### src/hdl/rrwl_pkg.sv
package rrwl_pkg;

	// sizing
	localparam int MAX_REQUESTERS = 16;
	localparam int MAX_READERS    = 8;
	localparam int COUNT_BITS     = 16;

	localparam int ID_W      = 4;
	localparam int CMD_W     = 2;
	localparam int STATUS_W  = 2;
	localparam int ENTRIES_W = 4;
	localparam int IDX_W     = (MAX_READERS > 1) ? $clog2(MAX_READERS) : 1;
	localparam int USED_W    = $clog2(MAX_READERS + 1);

	typedef logic [COUNT_BITS-1:0] cnt_t;
	typedef logic [ID_W-1:0]       id_t;
	typedef logic [IDX_W-1:0]      idx_t;
	typedef logic [USED_W-1:0]     used_t;

	typedef enum logic [CMD_W-1:0] {
		CMD_ENTER_READ  = 2'd0,
		CMD_LEAVE_READ  = 2'd1,
		CMD_ENTER_WRITE = 2'd2,
		CMD_LEAVE_WRITE = 2'd3
	} cmd_t;

	typedef enum logic [STATUS_W-1:0] {
		ST_OK         = 2'd0,
		ST_WAIT       = 2'd1,
		ST_NOT_HOLDER = 2'd2,
		ST_NO_ROOM    = 2'd3
	} status_t;

	// one reader table entry
	typedef struct packed {
		id_t  id;
		cnt_t cnt;
	} entry_t;

	// table write port
	typedef struct packed {
		logic   en;
		idx_t   idx;
		entry_t data;
	} tbl_wr_t;

	// shared count unit result
	typedef struct packed {
		cnt_t value;
		logic at_max;
		logic above_one;
	} unit_res_t;

	// result of one request
	typedef struct packed {
		status_t                status;
		logic                   writer_held;
		logic [ENTRIES_W-1:0]   reader_entries;
	} result_t;

endpackage

### src/hdl/reentrant_reader_writer_lock_core.sv
// Steps from input beat to result beat: a reader table scan over the entries looked at,
//   a decide step, table compaction on a last leave read, the output register, then out.
// One request at a time: the next beat is taken only once the sequencer is back in idle,
//   after the scan and compaction through one table read port and one count unit.
// Reset (arst_n, asynchronous): no readers, no writer, no waiting writers, output empty.
module reentrant_reader_writer_lock_core import rrwl_pkg::*; (
	input  logic       clk,
	input  logic       arst_n,
	// request stream
	input  logic       s_tvalid,
	output logic       s_tready,
	input  logic [7:0] s_tdata,   // [1:0] command, [5:2] requester, [7:6] zero
	// response stream
	output logic       m_tvalid,
	input  logic       m_tready,
	output logic [7:0] m_tdata    // [1:0] status, [2] writer_held, [6:3] reader_entries,
	                              // [7] zero
);

	// Request decode. The command field covers all four codes.
	cmd_t    in_cmd;
	id_t     in_id;
	logic    res_valid;
	logic    res_ready;
	result_t res;

	// Output register: one beat of slack, so the sequencer can finish and
	// return to idle while a response still waits downstream.
	logic    m_tvalid_q;
	result_t m_res_q;

	assign in_cmd = cmd_t'(s_tdata[1:0]);
	assign in_id  = s_tdata[5:2];

	rrwl_seq u_seq (
		.clk       (clk),
		.arst_n    (arst_n),
		.in_valid  (s_tvalid),
		.in_ready  (s_tready),
		.in_cmd    (in_cmd),
		.in_id     (in_id),
		.res_valid (res_valid),
		.res_ready (res_ready),
		.res       (res)
	);

	// take a new response when the register is empty or being drained
	assign res_ready = !m_tvalid_q || m_tready;

	always_ff @(posedge clk or negedge arst_n) begin
		if (!arst_n) begin
			m_tvalid_q <= 1'b0;
		end else if (res_ready) begin
			m_tvalid_q <= res_valid;
		end
	end

	always_ff @(posedge clk) begin
		if (res_ready && res_valid) begin
			m_res_q <= res;
		end
	end

	assign m_tvalid = m_tvalid_q;
	assign m_tdata  = {1'b0, m_res_q.reader_entries, m_res_q.writer_held, m_res_q.status};

endmodule

### src/hdl/rrwl_table.sv
module rrwl_table #(
	parameter int WIDTH = 8,
	parameter int DEPTH = 8
) (
	input  logic                     clk,
	input  logic                     we,
	input  logic [$clog2(DEPTH)-1:0] waddr,
	input  logic [WIDTH-1:0]         wdata,
	input  logic [$clog2(DEPTH)-1:0] raddr,
	output logic [WIDTH-1:0]         rdata
);

	// no reset: entries at or above the fill count are never used
	logic [WIDTH-1:0] mem_q [DEPTH];
	logic [WIDTH-1:0] rdata_q;

	always_ff @(posedge clk) begin
		if (we) begin
			mem_q[waddr] <= wdata;
		end
		rdata_q <= mem_q[raddr];
	end

	assign rdata = rdata_q;

endmodule

### src/hdl/rrwl_unit.sv
module rrwl_unit import rrwl_pkg::*; (
	input  cnt_t      operand,
	input  logic      dec,
	output unit_res_t res
);

	// one incrementer/decrementer shared by reader counts and writer depth
	always_comb begin
		res.value     = dec ? (operand - cnt_t'(1)) : (operand + cnt_t'(1));
		res.at_max    = (operand == '1);
		res.above_one = (operand > cnt_t'(1));
	end

endmodule

### src/hdl/rrwl_seq.sv
module rrwl_seq import rrwl_pkg::*; (
	input  logic    clk,
	input  logic    arst_n,
	input  logic    in_valid,
	output logic    in_ready,
	input  cmd_t    in_cmd,
	input  id_t     in_id,
	output logic    res_valid,
	input  logic    res_ready,
	output result_t res
);

	typedef enum logic [4:0] {
		S_IDLE   = 5'b00001,
		S_SCAN   = 5'b00010,
		S_DECIDE = 5'b00100,
		S_SHIFT  = 5'b01000,
		S_DONE   = 5'b10000
	} state_t;

	state_t                    state_q;
	cmd_t                      cmd_q;
	id_t                       id_q;
	used_t                     idx_q;
	used_t                     k_q;
	idx_t                      pos_q;
	logic                      found_q;
	cnt_t                      cnt_q;
	status_t                   st_q;
	used_t                     used_q;
	id_t                       owner_q;
	cnt_t                      depth_q;
	logic [MAX_REQUESTERS-1:0] map_q;

	used_t     k_nxt;
	used_t     rd_ptr;
	idx_t      rd_idx;
	entry_t    rd;
	tbl_wr_t   wr;
	cnt_t      operand;
	logic      dec;
	unit_res_t unit;

	status_t st_d;
	logic    used_inc;
	logic    go_shift;
	logic    map_set;
	logic    map_clr;
	logic    depth_upd;
	logic    owner_clr;
	logic    is_writer;
	logic    no_writer;
	logic    id_ok;

	assign k_nxt = k_q + used_t'(1);

	// table read is registered: the address goes out in the cycle before the entry is needed
	always_comb begin
		unique case (state_q)
			S_SCAN:   rd_ptr = idx_q + used_t'(1);
			S_DECIDE: rd_ptr = used_t'(pos_q) + used_t'(1);
			S_SHIFT:  rd_ptr = k_q + used_t'(2);
			default:  rd_ptr = '0;
		endcase
	end

	assign rd_idx = rd_ptr[IDX_W-1:0];

	rrwl_table #(
		.WIDTH ($bits(entry_t)),
		.DEPTH (MAX_READERS)
	) u_table (
		.clk   (clk),
		.we    (wr.en),
		.waddr (wr.idx),
		.wdata (wr.data),
		.raddr (rd_idx),
		.rdata (rd)
	);

	// write commands work on the depth, read commands on the found count
	assign operand = (cmd_q == CMD_ENTER_WRITE || cmd_q == CMD_LEAVE_WRITE) ? depth_q : cnt_q;
	assign dec     = (cmd_q == CMD_LEAVE_READ || cmd_q == CMD_LEAVE_WRITE);

	rrwl_unit u_unit (
		.operand (operand),
		.dec     (dec),
		.res     (unit)
	);

	assign no_writer = (depth_q == '0);
	assign is_writer = !no_writer && (owner_q == id_q);
	assign id_ok     = (32'(id_q) < MAX_REQUESTERS);

	always_comb begin
		wr          = '0;
		wr.idx      = pos_q;
		wr.data.id  = id_q;
		wr.data.cnt = unit.value;
		st_d        = ST_OK;
		used_inc    = 1'b0;
		go_shift    = 1'b0;
		map_set     = 1'b0;
		map_clr     = 1'b0;
		depth_upd   = 1'b0;
		owner_clr   = 1'b0;
		if (state_q == S_DECIDE) begin
			unique case (cmd_q)
				CMD_ENTER_READ: begin
					if (!(found_q || (no_writer && map_q == '0) || is_writer)) begin
						st_d = ST_WAIT;
					end else if (found_q) begin
						if (unit.at_max) st_d = ST_NO_ROOM;
						else wr.en = 1'b1;
					end else if (used_q >= used_t'(MAX_READERS)) begin
						st_d = ST_NO_ROOM;
					end else begin
						wr.en       = 1'b1;
						wr.idx      = used_q[IDX_W-1:0];
						wr.data.cnt = cnt_t'(1);
						used_inc    = 1'b1;
					end
				end
				CMD_LEAVE_READ: begin
					if (!found_q) st_d = ST_NOT_HOLDER;
					else if (unit.above_one) wr.en = 1'b1;
					else go_shift = 1'b1;
				end
				CMD_ENTER_WRITE: begin
					if (!((used_q == '0 && no_writer) || is_writer ||
					      (no_writer && used_q == used_t'(1) && found_q))) begin
						st_d    = ST_WAIT;
						map_set = 1'b1;
					end else if (unit.at_max) begin
						st_d = ST_NO_ROOM;
					end else begin
						depth_upd = 1'b1;
						map_clr   = 1'b1;
					end
				end
				CMD_LEAVE_WRITE: begin
					if (!is_writer) begin
						st_d = ST_NOT_HOLDER;
					end else begin
						depth_upd = 1'b1;
						owner_clr = !unit.above_one;
					end
				end
				default: st_d = ST_OK;
			endcase
		end else if (state_q == S_SHIFT && k_nxt < used_q) begin
			// move the next entry down one place
			wr.en   = 1'b1;
			wr.idx  = k_q[IDX_W-1:0];
			wr.data = rd;
		end
	end

	always_ff @(posedge clk or negedge arst_n) begin
		if (!arst_n) begin
			state_q <= S_IDLE;
			used_q  <= '0;
			owner_q <= '0;
			depth_q <= '0;
			map_q   <= '0;
			found_q <= 1'b0;
			idx_q   <= '0;
			k_q     <= '0;
			pos_q   <= '0;
			cnt_q   <= '0;
			st_q    <= ST_OK;
		end else begin
			unique case (state_q)
				S_IDLE: begin
					if (in_valid) begin
						idx_q   <= '0;
						found_q <= 1'b0;
						state_q <= S_SCAN;
					end
				end
				S_SCAN: begin
					if (idx_q >= used_q) begin
						state_q <= S_DECIDE;
					end else if (rd.id == id_q) begin
						found_q <= 1'b1;
						pos_q   <= idx_q[IDX_W-1:0];
						cnt_q   <= rd.cnt;
						state_q <= S_DECIDE;
					end else begin
						idx_q <= idx_q + used_t'(1);
					end
				end
				S_DECIDE: begin
					st_q <= st_d;
					if (used_inc) used_q <= used_q + used_t'(1);
					if (map_set && id_ok) map_q[id_q] <= 1'b1;
					if (map_clr && id_ok) map_q[id_q] <= 1'b0;
					if (depth_upd) begin
						depth_q <= unit.value;
						owner_q <= owner_clr ? id_t'(0) : id_q;
					end
					if (go_shift) begin
						k_q     <= {{(USED_W-IDX_W){1'b0}}, pos_q};
						state_q <= S_SHIFT;
					end else begin
						state_q <= S_DONE;
					end
				end
				S_SHIFT: begin
					if (k_nxt < used_q) begin
						k_q <= k_nxt;
					end else begin
						used_q  <= used_q - used_t'(1);
						state_q <= S_DONE;
					end
				end
				S_DONE: begin
					if (res_ready) state_q <= S_IDLE;
				end
				default: state_q <= S_IDLE;
			endcase
		end
	end

	// request payload needs no reset
	always_ff @(posedge clk) begin
		if (state_q == S_IDLE && in_valid) begin
			cmd_q <= in_cmd;
			id_q  <= in_id;
		end
	end

	assign in_ready           = (state_q == S_IDLE);
	assign res_valid          = (state_q == S_DONE);
	assign res.status         = st_q;
	assign res.writer_held    = !no_writer;
	assign res.reader_entries = ENTRIES_W'(used_q);

endmodule

### config.mk
export PLATFORM = sky130hd
export DESIGN_NAME = reentrant_reader_writer_lock_core
export DESIGN_NICKNAME = d
export VERILOG_FILES = /design/src/hdl/rrwl_pkg.sv /design/src/hdl/reentrant_reader_writer_lock_core.sv /design/src/hdl/rrwl_table.sv /design/src/hdl/rrwl_unit.sv /design/src/hdl/rrwl_seq.sv
export SDC_FILE = /design/constraint.sdc
export NUM_CORES = 1
export LEC_CHECK = 0
export ABC_AREA = 0
export ABC_CLOCK_PERIOD_IN_PS = 5480
export BUFFER_PORTS_ARGS = -buffer_cell sky130_fd_sc_hd__buf_4
export CAP_MARGIN = 10
export CORE_UTILIZATION = 40
export CTS_BUF_LIST = sky130_fd_sc_hd__clkbuf_16
export DETAILED_ROUTE_END_ITERATION = 6
export MAX_ROUTING_LAYER = met4
export PLACE_DENSITY = 0.62
export SYNTH_ARGS = -nofsm -noshare
export SYNTH_HDL_FRONTEND = slang
export SYNTH_SLANG_ARGS = --single-unit
### constraint.sdc
create_clock -name clk -period 5.48 [get_ports clk]
set_input_delay 0.274 -clock clk [delete_from_list [all_inputs] [get_ports clk]]
set_output_delay 0.274 -clock clk [all_outputs]
set_load 0.01 [all_outputs]
Yosys cells after proc, flatten, opt, wreduce, memory -nomap -nowiden
Memory sizes are Yosys's and may differ from the RTL's. A register that Yosys moved wholly into a read port is not among the register bits.
Cells that the tools add are included.

word-level totals
  register bits after elaboration = 89
  RAM bits = 160
  output and inout bits = 10
  memories kept = 1

cells by class
  $add $sub $neg = 8
  magnitude comparators = 6
  equal/unequal tests = 22
  muxes and demuxes = 78
  bitwise gates (word level) = 4
  reductions and logical operators = 32

memories
  name                 depth  width  read ports  clocked after Yosys merged registers in  wr ports  line              text
  u_seq.u_table.mem_q  8      20     1           1                                        1         rrwl_table.sv:14  logic [WIDTH-1:0] mem_q [DEPTH];

operators with widths
  cell                                                                     count
  16-bit 2-to-1 mux                                                        10
  4-bit 2-to-1 mux                                                         12
  16-bit zero test                                                         2
  1-bit 2-to-1 mux                                                         30
  5-bit 2-to-1 mux                                                         6
  5-bit case mux with 5 select lines                                       1
  24-bit 2-to-1 mux                                                        1
  4-bit case mux with 2 select lines                                       3
  16-bit by 1-bit adder with 16-bit output, second input constant          1
  16-bit AND                                                               1
  16-bit == test, second input constant                                    1
  16-bit by 1-bit > comparator with 1-bit output, second input constant    1
  16-bit inverter                                                          1
  16-bit bitwise OR                                                        1
  16-bit by 1-bit subtractor with 16-bit output, second input constant     1
  2-bit 2-to-1 mux                                                         7
  4-bit by 1-bit adder with 4-bit output, second input constant            3
  4-bit AND reduction                                                      3
  2-bit inequality test, second input constant                             5
  1-bit logical AND                                                        9
  3-bit case mux with 3 select lines                                       1
  3-bit AND reduction                                                      3
  4-bit == test                                                            2
  2-bit by 1-bit inequality test with 1-bit output, second input constant  4
  28 further kinds                                                         41

Longest topological paths before layout
Gate-level depths: netlist (run 1).

  depth in word-level cells = 12
  gate-level depth with buffers = 13

Modules after synthesis
From an unflattened synthesis (run 1), not the netlist that was laid out.

second synthesis, totals
  cells, all modules = 812
  area, all modules = 12055.3 sq um

modules (own cells, without submodules)
  module                             instances  cells an instance  area an instance (sq um)  seq. area each (sq um)
  rrwl_table                         1          264                6612.6                    5205.0
  rrwl_seq                           1          453                4575.6                    2058.2
  rrwl_unit                          1          82                 591.8                     0.0
  reentrant_reader_writer_lock_core  1          13                 275.3                     235.2

Least setup slack after synthesis (run 1)
OpenSTA, ideal clock, no wires.

  path type = register -> register
  start point = reg u_seq.cmd_q[1]
  end point = mem u_seq.u_table.mem_q[0][0] (netlist name) (enable)
  library setup time = 0.448 ns
  arrival time = 4.466 ns
  required time = 5.032 ns
  slack = 0.566 ns
  cell stages (with the launch flop) = 14
  buffers on the path = 6
  path through = edfxtp_1 buf_4 buf_8 buf_2 buf_2 buf_2 buf_1 mux2i_1 ha_1 o211ai_1 nor2_1 a21oi_1 a211oi_4 nor4_1

on the way
  longest elaborated chain between the ends = 11
  elaborated cells between the ends (all ways) = 18
  those cells by class = order compare (1); eq/ne (4); mux (11); reduce/logical (2)

ends and longest elaborated chain
  element                                                                                                 line              text
  from (decl)                                                                                             rrwl_seq.sv:22    cmd_t cmd_q;
  from (signal assigned)                                                                                  rrwl_seq.sv:228   cmd_q <= in_cmd;
  parallel branches: the longest is 8 deep, another holds 16-bit by 1-bit > comparator with 1-bit output  --
  4-bit 2-to-1 mux *                                                                                      rrwl_seq.sv:107   if (state_q == S_DECIDE) begin
  1-bit 2-to-1 mux                                                                                        rrwl_table.sv:18  if (we) begin
  1-bit 2-to-1 mux (not written as such)                                                                  rrwl_table.sv:19  mem_q[waddr] <= wdata;
  to (decl)                                                                                               rrwl_table.sv:14

Mark *: on every way between the ends.

Final worst setup path (run 1)
  start point = reg u_seq.cmd_q[1]
  end point = mem u_seq.u_table.mem_q[2][13] (netlist name), data pin

on the way
  longest elaborated chain between the ends = 10
  elaborated cells between the ends (all ways) = 16
  those cells by class = add/sub (2); eq/ne (3); mux (8); reduce/logical (3)

ends and longest elaborated chain
  element                                                                                                    line                            text
  2-bit == test, on equally long branches                                                                    rrwl_seq.sv:82, rrwl_seq.sv:83
  1-bit logical OR                                                                                           rrwl_seq.sv:82                  assign operand = (cmd_q == CMD_ENTER_WRITE || cmd_q == CMD_LEAVE_WRITE) ? depth_q : cnt_q;
  16-bit 2-to-1 mux                                                                                          rrwl_seq.sv:82
  16-bit by 1-bit adder with 16-bit output or 16-bit by 1-bit subtractor with 16-bit output (tied branches)  rrwl_unit.sv:9                  res.value = dec ? (operand - cnt_t'(1)) : (operand + cnt_t'(1));
  16-bit 2-to-1 mux                                                                                          rrwl_unit.sv:9
  16-bit 2-to-1 mux                                                                                          rrwl_seq.sv:115                 end else if (used_q >= used_t'(MAX_READERS)) begin
  16-bit 2-to-1 mux                                                                                          rrwl_seq.sv:112                 end else if (found_q) begin
  16-bit 2-to-1 mux                                                                                          rrwl_seq.sv:110                 if (!(found_q || (no_writer && map_q == '0) || is_writer)) begin
  16-bit 2-to-1 mux                                                                                          rrwl_seq.sv:108                 unique case (cmd_q)
  16-bit 2-to-1 mux *                                                                                        rrwl_seq.sv:107
  named net u_seq.u_table.wdata[13]                                                                          rrwl_table.sv:8                 input logic [WIDTH-1:0] wdata,

Mark *: on every way through the listed nets, which the timed path passes. The rest lies on a longest branch.

==> impl_metrics.py, run 1 <==
metrics = {
    "status": {
        "status": "completed",
    },
    "finish": {
        "final_core_util_pct": 45.8,
        "area_growth_pct": 12.8,
        "drive_gt1_share_pct": 15.6,
        "finalNetCount": 981,
        "antenna_cells": 0,
    },
    "critical_path": {
        "path_class": "reg -> reg",
        "cp_slowest_cell": "edfxtp_1",
        "startpoint_type": "register",
        "cp.depth": 7,
        "r2r_start": "u_seq.cmd_q[1]",
        "arrival_ns": 4.41,
        "worst-r2r-cell-count": 7,
        "path_buf_inv": 1,
        "crit_required_ns": 5.67,
        "worst-path-max-fanout": 31,
        "worst-r2r-setup-slack_ns": 1.27,
        "critPathTopFamily": "compound AO/OA/AOI/OAI gates",
        "crit_start": "u_seq.cmd_q[1]",
        "crit_chain": "buf_4 -> mux2i_1 -> or4_4 -> nor4_1 -> o22ai_1 -> xnor2_1 -> o31ai_1",
        "crit_path_max_incr_delay_ns": 0.94,
        "r2r-end": "u_seq.u_table.mem_q[2][13]",
        "worst_setup_path_end_kind": "register",
        "crit_end": "u_seq.u_table.mem_q[2][13]",
    },
    "synthesis": {
        "yosysWarningCount": 0,
        "synthTopCellsByCount": "edfxtp_1 (173), mux2i_1 (153), dfrtp_1 (75), nand2_1 (61), mux2_2 (47)",
        "synth_top_family_by_area": "multiplexers",
        "synth_area_leaders": "edfxtp_1 (42%), dfrtp_1 (15%), mux2i_1 (12%), mux2_2 (4.3%), dfxtp_1 (3.2%)",
        "syn-cell-area_um2": 12400,
        "avgSynthCellArea_um2": 13.4,
        "syn_inst": 923,
        "yosys-mux-area-fraction_pct": 16.9,
        "synth.distinct_cells": 65,
        "synth-simple-area-share_pct": 8.20,
        "synth.largest_area_cell": "edfxtp_1",
        "ys_seq_area_share_pct": 60.6,
        "synth.most_common_cell": "edfxtp_1",
        "postSynthRegisterBits": 269,
        "yosys_most_used_dff": "edfxtp_1",
        "yosys.area.top_type_share_pct": 42.0,
        "synthAdderAreaFrac_pct": 1.72,
        "synth_fp_nets": 952,
        "synth_edf_count": 173,
        "synth_compound_area_share_pct": 7.81,
        "yosys.area_share.xor_xnor_pct": 2.05,
        "synth-async-reset-ratio_pct": 28.3,
    },
    "sta": {
        "whs_ns": 0.0303,
        "worst_pin_slew_ns": 1.20,
        "fmax_ghz": 0.237,
        "fin_crit_ns": 4.21,
        "skew_ns": 0.0266,
        "fin_setup_tns_ns": 0,
        "hold_violations": 0,
        "rsz0062_at_grt": "no",
        "finalSetupViolations": 0,
        "max-slew-margin-rel_pct": 19.0,
        "slew_viol_final": 0,
        "fin_crit_sh_pct": 76.9,
    },
    "grt": {
        "grt_max_degree": 77,
        "grt_pass1_wl_um": 41900,
        "antenna_found_initial": 0,
        "overflow": 0,
        "grt_pass1_vias": 7428,
        "track_usage_pct": 17.7,
    },
    "clock_tree": {
        "clockBufferDepth": 3,
        "cts_setup_buffers": 0,
        "cts_buffers": 29,
        "cts-root-buf": "clkbuf_16",
        "cts_hold_buf": 8,
        "insertion_delay_ns": 0.55,
        "cts_resized": 0,
        "path_clk_slew_ns": 0.06,
        "h-tree-depth": 1,
        "cts.sinks": 269,
        "cts_tree": "done",
    },
    "floorplanning": {
        "start_util_pct": 40.6,
        "io-pin-count": 22,
        "die_x_um": 178,
        "die_h_um": 178,
        "fp.dieArea_um2": 31600,
        "coreArea_um2": 30500,
        "rows": 64,
    },
    "power": {
        "worst_ir_drop_vdd_mv": 0.240,
        "p_sw_uw": 1930,
        "leakage_uw": 0.00578,
        "p_int_uw": 4200,
        "seq_power_share_pct": 44.2,
        "p_per_area_nw_per_um2": 439,
        "clockPowerShare_pct": 29.9,
        "power_uw": 6130,
        "switching_share_pct": 31.5,
        "p_comb_share_pct": 25.9,
    },
    "hold_path": {
        "hp-class": "in -> reg",
    },
    "detailed_routing": {
        "via_count": 7452,
        "drtIter0Drc": 472,
        "wl_per_cell_um": 19.4,
        "dr.pass1.iters": 5,
        "drc": 0,
        "ant_nets": 0,
        "avgViaCountPerCell": 5.44,
        "totalWireLength_um": 26600,
    },
    "place": {
        "gp_congestion": 0.852,
        "port-buffer-count": 18,
        "place_hpwl_um": 16700,
    },
    "run": {
        "maxCapViolCount": 0,
    },
}
## worst min path at each step
stage | cells past startpoint | startpoint | slack [ns] | to
final | 3 | m_tready | 0.03 | m_tvalid
after global routing | 3 | m_tready | 0.05 | m_tvalid
after CTS | 3 | m_tready | 0.003 | m_tvalid
after detailed placement | 0 | u_seq.st_q[0] | 0.45 | m_tdata[0]
after global placement | 0 | u_seq.st_q[0] | 0.45 | m_tdata[0]
after floorplan | 0 | arst_n | -0.02 | m_tvalid
## registers in the layout, indices dropped and copies added (netlist names), 5 cells and up
| name | flops |
|---|---|
| u_seq.map_q | 16 |
| u_seq.cnt_q | 16 |
| u_seq.depth_q | 16 |
| u_seq.u_table.rdata | 20 |
| u_seq.u_table.mem_q | 160 |
| u_seq.state_q | 5 |
| m_tdata | 7 |
## cell usage in the layout (no fill, tap or decap), types with 8 or more instances in the layout
master,netlist,layout
nand2_1,61,61
edfxtp_1,173,173
a21oi_1,29,29
mux2i_1,153,153
dfxtp_1,20,20
o31ai_1,8,8
nor3_1,14,14
ha_1,17,17
clkbuf_16,0,29
o21ai_0,23,22
inv_1,25,32
nor4_2,0,8
dlygate4sd3_1,0,8
o211ai_1,8,8
xnor2_1,18,18
buf_4,6,38
nor4_1,24,16
a31oi_1,16,16
nor2_1,26,26
dfrtp_1,75,75
nor2b_1,8,8
and3_1,9,9
mux2_2,47,47
xor2_1,11,11
nand2b_1,9,9
## cell type report
cell class / count / area [µm²]
Multi-Input combinational cell: 580 / 4600
Inverter: 25 / 93.8
Fill cell: 2688 / 16500
Clock inverter: 24 / 173
Clock buffer: 29 / 726
Sequential cell: 269 / 7500
Timing Repair Buffer: 47 / 370
Tap cell: 396 / 495
## routing by layer
layer  global-route usage [%]  part of all wire (%)
met5                        -                     0
met1                     23.6                    47
met3                     2.06                   3.5
met4                     3.95                   1.3
met2                     28.9                    48
## tightest hold or removal path, stage by stage
cell and delay [ns]:
buf_4 0.07, nand2b_1 0.13, nand2_1 0.06
## power by group through the flow
| stage | sequential [µW] | combinational (µW) | clock (µW) |
|---|---|---|---|
| after floorplan | 2660 | 1240 | 0 |
| after global placement | 2750 | 1560 | 0 |
| after global routing | 2730 | 1770 | 1960 |
| after detailed placement | 2750 | 1580 | 0 |
| after CTS | 2710 | 1600 | 1880 |
| final | 2710 | 1590 | 1830 |
## per-stage QoR
stage,setup slack [ns],instance area (µm²),std cells
2_1_floorplan,0.566,12400,923
5_1_grt,1.07,14000,1370
6_report,1.27,14000,1370
3_3_place_gp,1.51,13000,1308
3_5_place_dp,1.42,13000,1308
4_1_cts,1.37,14000,1369
## cells by family (layout without fill, tap and decap cells)
group,Yosys count,after routing
other,1,1
muxes,202,202
and+or+nand+nor,193,193
AOI/OAI and AO/OA,138,138
buffers and inverters,74,125
adders and majority gates,17,17
DFF,269,269
xor gates and xnor gates,29,29
Power figures use the tool's default switching activity.
==> inputs of run 2 (changes only) <==
--- a/config.mk
+++ b/config.mk
@@ -6,14 +6,14 @@
 export NUM_CORES = 1
 export LEC_CHECK = 0
 export ABC_AREA = 0
-export ABC_CLOCK_PERIOD_IN_PS = 5480
+export ABC_CLOCK_PERIOD_IN_PS = 3500
 export BUFFER_PORTS_ARGS = -buffer_cell sky130_fd_sc_hd__buf_4
 export CAP_MARGIN = 10
 export CORE_UTILIZATION = 40
 export CTS_BUF_LIST = sky130_fd_sc_hd__clkbuf_16
 export DETAILED_ROUTE_END_ITERATION = 6
 export MAX_ROUTING_LAYER = met4
-export PLACE_DENSITY = 0.62
+export PLACE_DENSITY = 0.64
 export SYNTH_ARGS = -nofsm -noshare
 export SYNTH_HDL_FRONTEND = slang
 export SYNTH_SLANG_ARGS = --single-unit
==> constraint.sdc (replaced) <==
create_clock -name clk -period 3.5 [get_ports clk]
set_input_delay 0.175 -clock clk [delete_from_list [all_inputs] [get_ports clk]]
set_output_delay 0.175 -clock clk [all_outputs]
set_load 0.01 [all_outputs]
==> impl_metrics.py, run 2 (same netlist as run 1, synthesis figures left out) <==
metrics = {
    "sta": {
        "worst_pin_slew_ns": 1.02,
        "finalSetupViolations": 0,
        "fin_crit_sh_pct": 98.0,
        "skew_ns": 0.0162,
        "fin_crit_ns": 3.43,
        "final.setup.worst_slack_ns": 0.0712,
        "slew_viol_final": 0,
        "max-slew-margin-rel_pct": 32.1,
        "hold_violations": 0,
        "whs_ns": 0.339,
        "fmax_ghz": 0.292,
    },
    "clock_tree": {
        "h-tree-depth": 1,
        "cts_buffers": 29,
        "cts-root-buf": "clkbuf_16",
        "path_clk_slew_ns": 0.07,
        "cts.sinks": 269,
        "cts_tree": "done",
        "insertion_delay_ns": 0.54,
        "clockBufferDepth": 3,
    },
    "finish": {
        "regMostFlops": "u_seq.u_table.mem_q",
        "instances_no_fill": 1468,
        "area_growth_pct": 21.2,
        "fillers": 2609,
        "postLayoutCellArea_um2": 15000,
        "regArea_um2": 7500,
        "drive_gt1_share_pct": 24.2,
        "final_cell_mix": "edfxtp_1 (173), mux2i_1 (153), buf_4 (125), dfrtp_1 (75), nand2_1 (61)",
        "largest_register_ffs": 160,
        "finalNetCount": 1079,
        "antenna_cells": 0,
        "multiInputGateArea_um2": 4720,
        "layout_commonest_cell": "edfxtp_1",
    },
    "power": {
        "power_uw": 10400,
        "leakage_uw": 0.00635,
        "worst_ir_drop_vdd_mv": 0.490,
        "p_per_area_nw_per_um2": 693,
    },
    "critical_path": {
        "path_buf_inv": 6,
        "crit_chain": "buf_4 -> buf_4 -> buf_12 -> nand3b_1 -> a2111oi_4 -> or4b_4 -> o211a_1 -> a211oi_4 -> buf_12 -> buf_4 -> nor4_4 -> buf_4",
        "r2r_start": "u_seq.cmd_q[1]",
        "arrival_ns": 3.71,
        "worst-r2r-setup-slack_ns": 0.07,
        "cp_slowest_cell": "or4b_4",
        "path_class": "reg -> reg",
        "critPathTopFamily": "buffers and inverters",
        "worst_setup_path_end_kind": "register",
        "worst-path-max-fanout": 17,
        "startpoint_type": "register",
        "crit_top_cell": "buf_4",
        "crit_start": "u_seq.cmd_q[1]",
        "crit_path_max_incr_delay_ns": 0.51,
        "crit_required_ns": 3.78,
    },
    "floorplanning": {
        "fp.dieArea_um2": 31600,
        "start_util_pct": 40.6,
        "rows": 64,
        "die_h_um": 178,
        "coreArea_um2": 30500,
        "die_x_um": 178,
        "io-pin-count": 22,
    },
    "place": {
        "port-buffer-count": 18,
        "place_hpwl_um": 18500,
        "gp_congestion": 0.923,
        "placed_cell_area_um2": 13800,
        "dp.cells": 1395,
        "dp_slack_ns": -0.382,
    },
    "detailed_routing": {
        "drc": 0,
        "via_count": 7955,
        "dr.pass1.iters": 5,
        "wl_per_cell_um": 19.2,
        "drtIter0Drc": 465,
        "ant_nets": 0,
        "totalWireLength_um": 28100,
        "avgViaCountPerCell": 5.42,
    },
    "grt": {
        "antenna_found_initial": 1,
        "grt_max_degree": 81,
        "overflow": 0,
        "grt_pass1_vias": 7892,
        "track_usage_pct": 18.9,
        "grt_pass1_wl_um": 44600,
    },
    "run": {
        "maxCapViolCount": 0,
    },
    "hold_path": {
        "hp-class": "in -> async",
    },
    "status": {
        "status": "completed",
    },
}
## run 2: routing by layer
| layer | vias up | global-route usage, % | share of wire [%] |
|---|---|---|---|
| met4 | 0 | 5.73 | 3.1 |
| met3 | 67 | 3.21 | 4.6 |
| met5 | - | - | 0 |
| li1 | 3752 | - | - |
| met2 | 195 | 29.6 | 47 |
| met1 | 3941 | 25.0 | 46 |
## run 2: final cells by class
| class | count | share of cell area, % |
|---|---|---|
| flip-flops and latches | 269 | 50.0 |
| multi-input cells | 580 | 31.5 |
| repair buffers | 145 | 7.93 |
| clock buffers | 34 | 5.67 |
| well taps | 396 | 3.30 |
| clock inverters | 19 | 1.00 |
| inverters | 25 | 0.626 |
## run 2: worst register-to-register path: stages (launching register included)
cell       delay, ns
edfxtp_1        0.36
buf_4           0.17
buf_4           0.16
buf_12          0.15
nand3b_1        0.24
a2111oi_4       0.41
or4b_4          0.51
o211a_1         0.25
a211oi_4        0.29
buf_12          0.16
buf_4           0.17
nor4_4          0.08
buf_4           0.22
## run 2: path summary, 6_finish.rpt
kind,to,cells past startpoint
worst max-delay path,u_seq.u_table.mem_q[4][10],12
worst min-delay path,u_seq.map_q[5],2
worst max register to register,u_seq.u_table.mem_q[4][10],12
worst min register to register,m_tdata[1],0
max in group asynchronous,u_seq.depth_q[14],2
min in group clk,u_seq.id_q[3],2
## run 2: power breakdown
group          total [µW]  internal [µW]  leakage (µW)  switching, µW
combinational        3130           1330       0.00306           1800
clock                3110           1880      0.000501           1230
sequential           4140           3970       0.00279            170
total               10400           7180       0.00635           3200
## run 2: metrics by stage
stage | setup TNS, ns | util, %
6_report | 0 | 49.2
3_3_place_gp | -7.60 | 45.1
2_1_floorplan | 0 | -
3_5_place_dp | -13.95 | 45.1
5_1_grt | -0.0117 | 49.2
4_1_cts | 0 | 48.9
## run 2: timing repair
action	4_1_cts	5_1_grt
endpoints found under the setup margin	71	100
gates resized for setup	0	11
pin swaps	4	0
hold buffers	9	0
setup buffers	8	2
endpoints found under the hold margin	83	0
